File: src/sv/sadc_pkg.sv
// Shared constants, types and helpers for the SPI ADC readout controller.
package sadc_pkg;

  localparam int CMD_BITS  = 5;
  localparam int READ_BITS = 12;

  localparam int PHASE_W  = 6;
  localparam int CHAN_W   = 4;
  localparam int SAMPLE_W = 11;
  localparam int CURR_W   = 12;
  localparam int IDX_W    = 3;

  localparam logic [PHASE_W-1:0] CMD_END  = PHASE_W'(2 * CMD_BITS);
  localparam logic [PHASE_W-1:0] READ_END = PHASE_W'(2 * CMD_BITS + 2 * READ_BITS);

  localparam logic [CHAN_W-1:0] MAX_CHANNEL = 4'd7;
  localparam logic [CURR_W-1:0] FULL_SCALE  = 12'd2048;

  localparam logic REQ_START = 1'b0;
  localparam logic REQ_TICK  = 1'b1;

  typedef struct packed {
    logic [PHASE_W-1:0]   phase_count;
    logic                 busy;
    logic [READ_BITS-1:0] shift_in;
    logic                 channel_bit;
    logic                 mosi_level;
  } state_t;

  typedef struct packed {
    logic                cs_pin;
    logic                clk_pin;
    logic                mosi_pin;
    logic                done_res;
    logic [SAMPLE_W-1:0] sample;
    logic [CURR_W-1:0]   current;
    logic                bad_channel;
  } result_t;

  // Command byte sent MSB first: 1,1,channel bit,0,0 followed by padding zeros.
  function automatic logic cmd_bit(input logic ch_bit, input logic [IDX_W-1:0] idx);
    logic [7:0] cmd;
    cmd = {2'b11, ch_bit, 5'b00000};
    return cmd[3'd7 - idx];
  endfunction

endpackage

File: src/sv/sadc_step.sv
// Per-request sequencer step: next state and pin/result levels.
module sadc_step (
  input  sadc_pkg::state_t             state,
  input  logic                         req_type,
  input  logic [sadc_pkg::CHAN_W-1:0]  channel,
  input  logic                         miso_level,
  output sadc_pkg::state_t             state_next,
  output sadc_pkg::result_t            result
);

  logic [sadc_pkg::PHASE_W-1:0]   q;
  logic [sadc_pkg::PHASE_W-1:0]   p_inc;
  logic [sadc_pkg::READ_BITS-1:0] shifted;
  logic [sadc_pkg::SAMPLE_W-1:0]  smp;

  assign q       = state.phase_count - sadc_pkg::CMD_END;
  assign p_inc   = state.phase_count + sadc_pkg::PHASE_W'(1);
  assign shifted = {state.shift_in[sadc_pkg::READ_BITS-2:0], ~miso_level};
  assign smp     = sadc_pkg::SAMPLE_W'(shifted >> 1);

  always_comb begin
    state_next         = state;
    result.cs_pin      = state.busy;
    result.clk_pin     = 1'b1;
    result.mosi_pin    = state.mosi_level;
    result.done_res    = 1'b0;
    result.sample      = '0;
    result.current     = '0;
    result.bad_channel = 1'b0;

    if (req_type == sadc_pkg::REQ_START) begin
      if (!state.busy) begin
        if (channel > sadc_pkg::MAX_CHANNEL) begin
          result.bad_channel = 1'b1;
          result.cs_pin      = 1'b0;
        end else begin
          state_next.busy        = 1'b1;
          state_next.phase_count = '0;
          state_next.shift_in    = '0;
          state_next.channel_bit = channel[0];
          result.cs_pin          = 1'b1;
        end
      end
    end else if (state.busy) begin
      if (state.phase_count < sadc_pkg::CMD_END) begin
        if (!state.phase_count[0]) begin
          state_next.mosi_level = ~sadc_pkg::cmd_bit(state.channel_bit,
              sadc_pkg::IDX_W'(state.phase_count >> 1));
          result.mosi_pin = state_next.mosi_level;
          result.clk_pin  = 1'b0;
        end
        state_next.phase_count = p_inc;
      end else if (state.phase_count < sadc_pkg::READ_END) begin
        if (!q[0]) begin
          // first read low phase has nothing to sample yet
          if (q >= sadc_pkg::PHASE_W'(2)) state_next.shift_in = shifted;
          result.clk_pin = 1'b0;
        end
        state_next.phase_count = p_inc;
      end else begin
        state_next.shift_in    = shifted;
        state_next.busy        = 1'b0;
        state_next.phase_count = '0;
        result.sample          = smp;
        result.current         = sadc_pkg::FULL_SCALE - {1'b0, smp};
        result.done_res        = 1'b1;
        result.cs_pin          = 1'b0;
      end
    end
  end

endmodule

File: src/sv/spi_adc_readout_controller.sv
// Top level of the SPI ADC readout controller: state and result registers.
// Usage:
//   Input channel (in_valid/in_stall): each request is a start (req_type 0,
//   channel 0..7) or one half-period tick of the SPI clock (req_type 1) that
//   carries the data-in level seen during the previous result's pin levels.
//   Output channel (out_valid/out_stall): one result per request, holding the
//   pin levels (cs, clk, mosi) to drive until the next tick, plus done_res
//   with sample/current at the end of a conversion, or bad_channel.
//   A result is registered in the cycle after its request is taken.
//   Throughput: one request per cycle; the result register lets a new request
//   in whenever the held result is being taken or the register is empty.
//   A full conversion needs one start and 2*(5+12)+1 = 35 ticks.
//   While out_stall holds a result, in_stall is raised and the held result
//   stays unchanged.
//   Reset clears the sequencer to idle (cs 0, mosi level 1) and empties the
//   result register.
module spi_adc_readout_controller (
  input  logic                            clk,
  input  logic                            rst,
  input  logic                            in_valid,
  output logic                            in_stall,
  input  logic                            req_type,
  input  logic [sadc_pkg::CHAN_W-1:0]     channel,
  input  logic                            miso_level,
  output logic                            out_valid,
  input  logic                            out_stall,
  output logic                            cs_pin,
  output logic                            clk_pin,
  output logic                            mosi_pin,
  output logic                            done_res,
  output logic [sadc_pkg::SAMPLE_W-1:0]   sample,
  output logic [sadc_pkg::CURR_W-1:0]     current,
  output logic                            bad_channel
);

  sadc_pkg::state_t  state;
  sadc_pkg::state_t  state_next;
  sadc_pkg::result_t result;
  sadc_pkg::result_t res_next;
  logic              in_acc;

  assign in_stall = out_valid & out_stall;
  assign in_acc   = in_valid & ~in_stall;

  sadc_step u_step (
    .state      (state),
    .req_type   (req_type),
    .channel    (channel),
    .miso_level (miso_level),
    .state_next (state_next),
    .result     (res_next)
  );

  always_ff @(posedge clk) begin
    if (rst) begin
      state.phase_count <= '0;
      state.busy        <= 1'b0;
      state.shift_in    <= '0;
      state.channel_bit <= 1'b0;
      state.mosi_level  <= 1'b1;
      out_valid         <= 1'b0;
    end else begin
      if (in_acc) state <= state_next;
      out_valid <= in_acc | (out_valid & out_stall);
    end
  end

  always_ff @(posedge clk) begin
    if (in_acc) result <= res_next;
  end

  assign cs_pin      = result.cs_pin;
  assign clk_pin     = result.clk_pin;
  assign mosi_pin    = result.mosi_pin;
  assign done_res    = result.done_res;
  assign sample      = result.sample;
  assign current     = result.current;
  assign bad_channel = result.bad_channel;

  a_done_cs_low: assert property (@(posedge clk) disable iff (rst)
    (out_valid && done_res) |-> (!cs_pin && !bad_channel))
    else $error("done result with chip select high or error flag");

  a_current: assert property (@(posedge clk) disable iff (rst)
    (out_valid && done_res) |-> (current == sadc_pkg::FULL_SCALE - {1'b0, sample}))
    else $error("current does not match sample");

  a_phase_range: assert property (@(posedge clk) disable iff (rst)
    state.busy |-> (state.phase_count <= sadc_pkg::READ_END))
    else $error("phase counter ran past the end of the transfer");

  a_bad_no_start: assert property (@(posedge clk) disable iff (rst)
    (in_acc && req_type == sadc_pkg::REQ_START && !state.busy
     && channel > sadc_pkg::MAX_CHANNEL) |=> (!state.busy && bad_channel))
    else $error("bad channel started a transfer");

  a_done_ends: assert property (@(posedge clk) disable iff (rst)
    (in_acc && state.busy && req_type == sadc_pkg::REQ_TICK
     && state.phase_count == sadc_pkg::READ_END) |=> (!state.busy && done_res))
    else $error("last tick did not finish the conversion");

endmodule

File: config.mk
export PLATFORM = sky130hd
export DESIGN_NAME = spi_adc_readout_controller
export DESIGN_NICKNAME = d
export VERILOG_FILES = /design/src/sv/sadc_pkg.sv /design/src/sv/sadc_step.sv /design/src/sv/spi_adc_readout_controller.sv
export SDC_FILE = /design/constraint.sdc
export NUM_CORES = 1
export LEC_CHECK = 0
export ABC_AREA = 1
export BUFFER_PORTS_ARGS = -buffer_cell sky130_fd_sc_hd__buf_2
export CAP_MARGIN = 20
export CORE_MARGIN = 2
export CORE_UTILIZATION = 60
export DETAILED_ROUTE_END_ITERATION = 8
export PLACE_DENSITY_LB_ADDON = 0.3
export SLEW_MARGIN = 15
export SYNTH_ARGS = -nofsm -noshare
export SYNTH_HDL_FRONTEND = slang
export SYNTH_SLANG_ARGS = --single-unit
File: constraint.sdc
create_clock -name clk -period 4.2 [get_ports clk]
set_clock_uncertainty 0.2 [all_clocks]
set_input_delay 0 -clock clk [delete_from_list [all_inputs] [get_ports clk]]
set_output_delay 0 -clock clk [all_outputs]
set_load 0.1 [all_outputs]
* Word level (Yosys, flattened, before mapping)
Index checks and enable logic that the tools add are counted.
** Storage, ports and cells
- Output and inout port bits :: 30
- Register bits after elaboration :: 49
- Word-level logic and storage cells :: 73
- Bits of input ports :: 10
** Operators by class
- Multiplexer cells :: 27
- Add/subtract/negate cells :: 4
- Magnitude comparators :: 5
- Reduce and logical (&&, ||, !) cells :: 8
- Equal/unequal tests :: 6
- Bitwise gates (word level) :: 10
** Operators with widths (number)
- $mux 24 :: 2
- $mux 20 :: 2
- $mux 19 :: 2
- $mux 12 :: 3
- $mux 27 :: 1
- $mux 25 :: 1
- $mux 13 :: 1
- $mux 6 :: 2
- $sub 12x11->12 const A :: 1
- $mux 1 :: 11
- $reduce_and 4->1 :: 2
- $not 1->1 :: 7
- $reduce_and 7->1 :: 1
- $add 6x1->6 const B :: 1
- $ge 6x2->1 const B :: 1
- $lt 6x4->1 const B :: 1
- $lt 6x6->1 const B :: 1
- $ne 2x2->1 const B :: 3
- $ne 3x3->1 const B :: 2
- $sub 6x4->6 const B :: 1
- $reduce_and 5->1 :: 1
- $gt 4x3->1 const B :: 1
- $lt 3x4->1 const B :: 1
- $reduce_or 4->1 :: 1
- other kinds (9) :: 10

* Depth between registers and ports, before layout
Gate-level depths: netlist of run 1.
- Depth in word-level cells :: 8
- Mapped depth :: 14
- Depth with buffers taken out :: 13

* Modules after synthesis
Synthesis of run 1 repeated with hierarchy kept, for this count alone.
** Unflattened totals
- Cell total of the unflattened synthesis :: 394
- Area total of the unflattened synthesis :: 2956.6 sq um
** By module, submodules not included
- spi_adc_readout_controller :: area an instance 1876.8 sq um, seq. area each 1281.2 sq um, times used 1, cells each 171
- sadc_step :: area an instance 1079.8 sq um, seq. area each 0.0 sq um, times used 1, cells each 223

* Worst setup path before layout of run 1
OpenSTA, ideal clock, no wires.
- Kind :: reg2reg
- Start point :: register out_valid
- End point :: register state[20] (netlist name)
- Buffers on the path :: 0
- Clock period less this slack :: 2424 ps
- Data required time :: 3886 ps
- Library setup time :: 114 ps
- Arrival time :: 2111 ps
- Cell stages (with the launch flop) :: 8
- Slack :: 1776 ps
- Cells stage by stage :: dfxtp_1 nand2_1 nand2_1 inv_1 nand2_1 nor2_1 a21oi_1 nor2_1
** On the way
- Longest elaborated chain between the ends :: 4
** RTL lines
- from (decl) :: RTL line spi_adc_readout_controller.sv:25 : output logic out_valid,
- from (signal assigned) :: RTL line spi_adc_readout_controller.sv:64 : out_valid <= in_acc | (out_valid & out_stall);
- $and 1x1->1 :: RTL line spi_adc_readout_controller.sv:42 : assign in_stall = out_valid & out_stall;
- $not 1->1 :: RTL line spi_adc_readout_controller.sv:43 : assign in_acc = in_valid & ~in_stall;
- $and 1x1->1 :: RTL line spi_adc_readout_controller.sv:43
- via in_acc :: RTL line spi_adc_readout_controller.sv:40 : logic in_acc;
- $reduce_and 4->1 (no source line)
The timed path passes the listed nets, and every way through them passes these cells.
A chain may end at the register's enable or synchronous reset.

* Worst setup path after layout of run 1
- Start point :: register out_valid
- End point :: register state[1] (netlist name)
** On the way
- Longest elaborated chain between the ends :: 4
** RTL lines (RTL line)
- $and 1x1->1 :: spi_adc_readout_controller.sv:42
- $not 1->1 :: spi_adc_readout_controller.sv:43
- $and 1x1->1 :: spi_adc_readout_controller.sv:43
- $reduce_and 4->1 (no source line)
No other way between the ends.

==> results_dict.tcl, run 1 <==
set metrics [dict create \
    synthAdderAreaFrac_pct 2.62 \
    synthTopCellsByArea "edfxtp_1 34%, dfxtp_1 18%, nand2_1 7.8%, nor2_1 6.7%, inv_1 6.3%" \
    p_clk_share_pct 29.7 \
    cts_buffers 5 \
    synth_compound_area_share_pct 6.64 \
    hpwl_um 3110 \
    synth_top_family_by_area "simple AND/OR/NAND/NOR gates" \
    fin_util_pct 76.4 \
    final_cell_count_no_fill 387 \
    worst_pin_slew_ps 499 \
    period_share_pct 55.1 \
    via_per_inst 5.37 \
    synth-seq-cells 48 \
    vias 2079 \
    cp-startpoint "out_valid" \
    post-route-worst-setup-slack_ps 1890 \
    worst_ir_drop_vdd_v 0.000203 \
    rr_startpoint "out_valid" \
    holdWs_ps 98.8 \
    grt_pass1_vias 1888 \
    clockBufferDepth 2 \
    port_buffers 37 \
    yosys.area.top_type "edfxtp_1" \
    start_util_pct 63.9 \
    drc 0 \
    num-fill-cells 277 \
    dieArea_mm2 0.00451 \
    place_ws_ps 2020 \
    rsz0062_at_grt "no" \
    syn_area_per_cell_um2 8.36 \
    comb_power_share_pct 22.3 \
    seqPwrFrac_pct 47.9 \
    htree_levels 2 \
    power.density_mw_per_mm2 386 \
    worstHoldStart "out_stall" \
    worstPathRequired_ps 4200 \
    antenna_found_initial 0 \
    grt_start_max_net_pins 30 \
    path_clk_slew_ps 80 \
    post-cts-setup-buffer-count 0 \
    dpl-instance-area_mm2 0.00261 \
    synth.top_cell.area_share_pct 33.9 \
    end_kind "flop" \
    max_freq_mhz 432 \
    yosysWarningCount 0 \
    critPathKind "reg -> reg" \
    dieHeight_um 67.1 \
    hold_viol 0 \
    min_period_ps 2310 \
    swShare_pct 32.3 \
    nets 353 \
    cp_max_fo 8 \
    clk-insertion-delay-late_ps 300 \
    clkSinkCount 48 \
    muxShareOfSynthArea_pct 0 \
    p_int_mw 0.748 \
    status "finished clean" \
    slew_violations 0 \
    yosys.area_share.simple_pct 29.4 \
    num_rows 22 \
    max_slew_margin_pct 67.0 \
    cp-start-kind "flop" \
    ant_nets 0 \
    yosysSeqAreaShare_pct 51.5 \
    final_cell_area_mm2 0.00286 \
    synth-xor-area-share_pct 0.732 \
    setup_viol 0 \
    initialDrtViolationCount 248 \
    worstPathArrival_ps 2310 \
    wl_um 4860 \
    ys_types 28 \
    p_sw_mw 0.356 \
    diodes 0 \
    die_x_um 67.1 \
    grt-ovfl-total 0 \
    total_power_mw 1.10 \
    grt_use_total_pct 24.1 \
    area_growth_pct 19.6 \
    dpl.cell_count 366 \
    hp-class "in -> reg" \
    cts_tree "built" \
    syn-num-nets 301 \
    synth_area_mm2 0.00239 \
    wl_per_cell_um 12.6 \
    layout-drive-gt1-share_pct 21.8 \
    leakage_nw 1.28 \
    place.gp.congestion 0.837 \
    drtPass1Iterations 5 \
    tns_ps 0 \
    ioPinCount 40 \
    cts-root-buf "clkbuf_8" \
    synth_cells 286 \
    design.core.area_mm2 0.00374 \
    grt_pass1_wl_um 8180 \
    drv_cap 0 \
]
[layer usage]
layer  share of wire [%]  wire length [µm]  track usage (%)
met4                 2.4               116             13.0
met3                 6.3               308             4.83
met1                  42              2030             29.8
met5                   0                 0                0
met2                  50              2410             39.5
[synthesized netlist by cell type]
master,number
a21oi_1,12
a21oi_4,1
a31oi_1,2
and3_1,1
buf_2,2
buf_4,1
buf_6,1
clkbuf_1,1
clkinv_1,1
clkinv_4,1
dfxtp_1,21
edfxtp_1,27
ha_1,5
inv_1,40
inv_2,6
nand2_1,50
nand2_2,10
nand3_1,15
nand3_2,2
nand3_4,2
nand4_1,10
nor2_1,43
nor2_2,7
nor3_1,10
o211ai_1,1
o21a_1,1
o21ai_0,11
xor2_1,2
[flip-flops by register name, summed over array words and instances, names as in the netlist]
register / count
bad_channel: 1
state: 20
sample: 11
out_valid: 1
clk_pin: 1
done_res: 1
mosi_pin: 1
current: 11
cs_pin: 1
[power groups by stage]
| stage | Clock [mW] | Sequential [mW] | Combinational [mW] |
|---|---|---|---|
| after global placement | 0 | 0.539 | 0.226 |
| after global routing | 0.351 | 0.532 | 0.266 |
| after floorplan | 0 | 0.632 | 0.102 |
| final | 0.328 | 0.529 | 0.246 |
| after CTS | 0.333 | 0.530 | 0.240 |
| after detailed placement | 0 | 0.540 | 0.231 |
[critical path, stage by stage, from the launching register on]
cell and delay, ps:
dfxtp_1 320, nand2_1 100, nand2_1 200, nor3_1 210, dlygate4sd3_1 570, nor2_1 40
dlygate4sd3_1 550
[logic make-up (layout without fill, tap and decap cells)]
family,count (synthesis),after routing
AND/OR/NAND/NOR,150,150
buffers and inverters,53,106
flip-flops,48,48
AO/OA/AOI/OAI,28,28
adder cells (fa/ha/maj),5,5
XOR/XNOR,2,2
[final timing paths]
path              cells after the start  slack, ps  endpoint
setup / recovery                      6       1890  state[1]
hold / removal                        4        100  state[0]
setup reg to reg                      6       1890  state[1]
hold reg to reg                       2        350  state[0]
[timing repair]
action	in CTS	in global routing
hold buffers	12	0
gates resized for setup	0	0
hold endpoints to repair	12	0
[final cells by class]
class / instances / area (µm²) / share of cell area, %
multi-input combinational: 185 / 943 / 33.0
clock buffer: 6 / 72.6 / 2.54
sequential: 48 / 1230 / 43.0
tap: 48 / 60.1 / 2.10
timing repair buffer: 50 / 333 / 11.6
inverter: 48 / 185 / 6.47
clock inverter: 2 / 35.0 / 1.22
[cell usage in the layout (no fill, tap or decap)]
cell            n
o211ai_1        1
nor2_1         43
nand2_1        50
a21oi_4         1
a31oi_1         2
bufinv_16       1
xor2_1          2
inv_2           6
edfxtp_1       27
nand3_2         2
nand3_4         2
buf_16          1
clkbuf_8        5
inv_1          40
dlygate4sd3_1  12
clkinv_4        1
o21ai_0        11
clkbuf_1        1
nand2_2        10
dfxtp_1        21
and3_1          1
a21oi_1        12
nand4_1        10
clkinv_2        1
nand3_1        15
nor3_1         10
ha_1            5
nor2_2          7
o21a_1          1
clkinv_1        1
buf_2          37
Note: power is estimated with default switching activity, not from simulation.
==> run 2, diff against run 1 <==
--- a/config.mk
+++ b/config.mk
@@ -9,7 +9,7 @@
 export BUFFER_PORTS_ARGS = -buffer_cell sky130_fd_sc_hd__buf_2
 export CAP_MARGIN = 20
 export CORE_MARGIN = 2
-export CORE_UTILIZATION = 60
+export CORE_UTILIZATION = 56
 export DETAILED_ROUTE_END_ITERATION = 8
 export PLACE_DENSITY_LB_ADDON = 0.3
 export SLEW_MARGIN = 15
==> constraint.sdc (replaced) <==
create_clock -name clk -period 2.3 [get_ports clk]
set_clock_uncertainty 0.2 [all_clocks]
set_input_delay 0 -clock clk [delete_from_list [all_inputs] [get_ports clk]]
set_output_delay 0 -clock clk [all_outputs]
set_load 0.1 [all_outputs]
==> results_dict.tcl, run 2 (synthesis results as in run 1) <==
set metrics [dict create \
    layout-drive-gt1-share_pct 22.7 \
    die_x_um 69.4 \
    ioPinCount 40 \
    rr_startpoint "state[2]" \
    drc 0 \
    vias 1997 \
    cp-startpoint "state[2]" \
    area_growth_pct 17.5 \
    cts_tree "built" \
    htree_levels 2 \
    timing.rr.end "current[10]" \
    p_int_mw 1.25 \
    clkSinkCount 48 \
    p_sw_mw 0.634 \
    drtPass1Iterations 5 \
    place.gp.congestion 0.903 \
    rsz0062_at_grt "no" \
    seqPwrFrac_pct 51.3 \
    wl_um 4690 \
    largest_reg_flops 20 \
    cp-start-kind "flop" \
    tns_ps 0 \
    top_register "state" \
    status "finished clean" \
    comb_power_share_pct 23.4 \
    path_clk_slew_ps 80 \
    critPathKind "reg -> reg" \
    p_clk_share_pct 25.3 \
    grt_start_max_net_pins 19 \
    final_cell_count_no_fill 389 \
    crit_path_end "current[10]" \
    dieArea_mm2 0.00481 \
    min_period_ps 2150 \
    via_per_inst 5.13 \
    hold_viol 0 \
    layout_commonest_cell "nand2_1" \
    cts-root-buf "clkbuf_8" \
    worstPathArrival_ps 2010 \
    design.core.area_mm2 0.00406 \
    worst_pin_slew_ps 488 \
    wl_per_cell_um 12.1 \
    ff2ff_path_depth 9 \
    slew_violations 0 \
    max_slew_margin_pct 67.4 \
    nets 353 \
    drv_cap 0 \
    clockBufferDepth 2 \
    cts_buffers 5 \
    most-common-layout-cells "50 x nand2_1, 43 x nor2_1, 40 x inv_1, 37 x buf_2, 27 x edfxtp_1" \
    grt_pass1_wl_um 7730 \
    hp-class "in -> reg" \
    leakage_nw 1.26 \
    grt-ovfl-total 0 \
    grt_use_total_pct 19.9 \
    worst_ir_drop_vdd_v 0.000347 \
    end_kind "flop" \
    num_rows 23 \
    port_buffers 37 \
    dpl.cell_count 372 \
    dieHeight_um 69.4 \
    grt_pass1_vias 1770 \
    power.density_mw_per_mm2 671 \
    antenna_found_initial 0 \
    holdWs_ps 64.8 \
    fin_util_pct 69.3 \
    setup_viol 0 \
    r2r_setup_slack_ps 150 \
    worstPathRequired_ps 2150 \
    cp_max_fo 5 \
    post_cts_resized 0 \
    diodes 0 \
    period_share_pct 93.5 \
    swShare_pct 33.6 \
    clk-insertion-delay-late_ps 300 \
    ant_nets 0 \
    num-fill-cells 325 \
    hpwl_um 3250 \
    initialDrtViolationCount 97 \
    start_util_pct 59.0 \
    max_freq_mhz 465 \
]
==> run 2: cell types whose count changed in the layout (fill, tap and decap cells not counted), sizes merged <==
cell,previous run,this run
clkbuf,6,7
dlygate4sd3,12,9
bufinv,1,0
buf,38,41
==> run 2: how the worst min path moves through the flow <==
stage	start	endpoint	slack, ps	depth (start not counted)
floorplan	rst	out_valid	-140	1
global placement	in_valid	out_valid	30	3
detailed placement	in_valid	out_valid	40	3
CTS	out_stall	state[0]	50	4
global route	out_stall	state[0]	100	4
finish	out_stall	state[0]	60	4
==> run 2: metrics by stage <==
stage | total power, mW | instance area (µm²) | setup slack [ps]
2_1_floorplan | 1.34 | 2390 | 206
3_3_place_gp | 1.40 | 2640 | 256
3_5_place_dp | 1.41 | 2640 | 179
4_1_cts | 1.90 | 2810 | 160
5_1_grt | 1.97 | 2810 | 21.7
6_report | 1.89 | 2810 | 149
==> run 2: final cells by class <==
class / count / area (µm²) / area share [%]
Clock buffer: 7 / 76.3 / 2.72
Tap cell: 50 / 62.6 / 2.23
Timing Repair Buffer: 50 / 305 / 10.9
Sequential cell: 48 / 1230 / 43.9
Multi-Input combinational cell: 185 / 943 / 33.6
Inverter: 48 / 185 / 6.59
Clock inverter: 1 / 5.00 / 0.178
==> run 2: power by group through the flow <==
stage / Combinational, mW / Sequential, mW / Clock, mW
6_report: 0.441 / 0.967 / 0.478
5_1_grt: 0.471 / 0.972 / 0.523
4_1_cts: 0.440 / 0.967 / 0.488
3_5_place_dp: 0.428 / 0.986 / 0
3_3_place_gp: 0.419 / 0.985 / 0
2_1_floorplan: 0.186 / 1.15 / 0
==> run 2: metal layers <==
layer | GRT usage (%) | up-vias | routed length [µm]
met5 | 0 | - | 0
met1 | 24.8 | 917 | 2180
met3 | 4.07 | 8 | 182
li1 | - | 1033 | -
met2 | 33.9 | 39 | 2240
met4 | 7.41 | 0 | 93
==> run 2: worst max-delay path, stage by stage, from the launching register on <==
cell and delay, ps:
dfxtp_1 310, inv_1 160, ha_1 200, inv_1 40, nor2_1 120, nand2_1 110
nor3_1 330, nand3_1 180, o21ai_0 200, a21oi_1 60
==> run 2: timing repair <==
item	CTS	global route
hold buffers	9	0
endpoints found under the setup margin	0	0
setup buffers	0	0
hold endpoints to repair	12	0
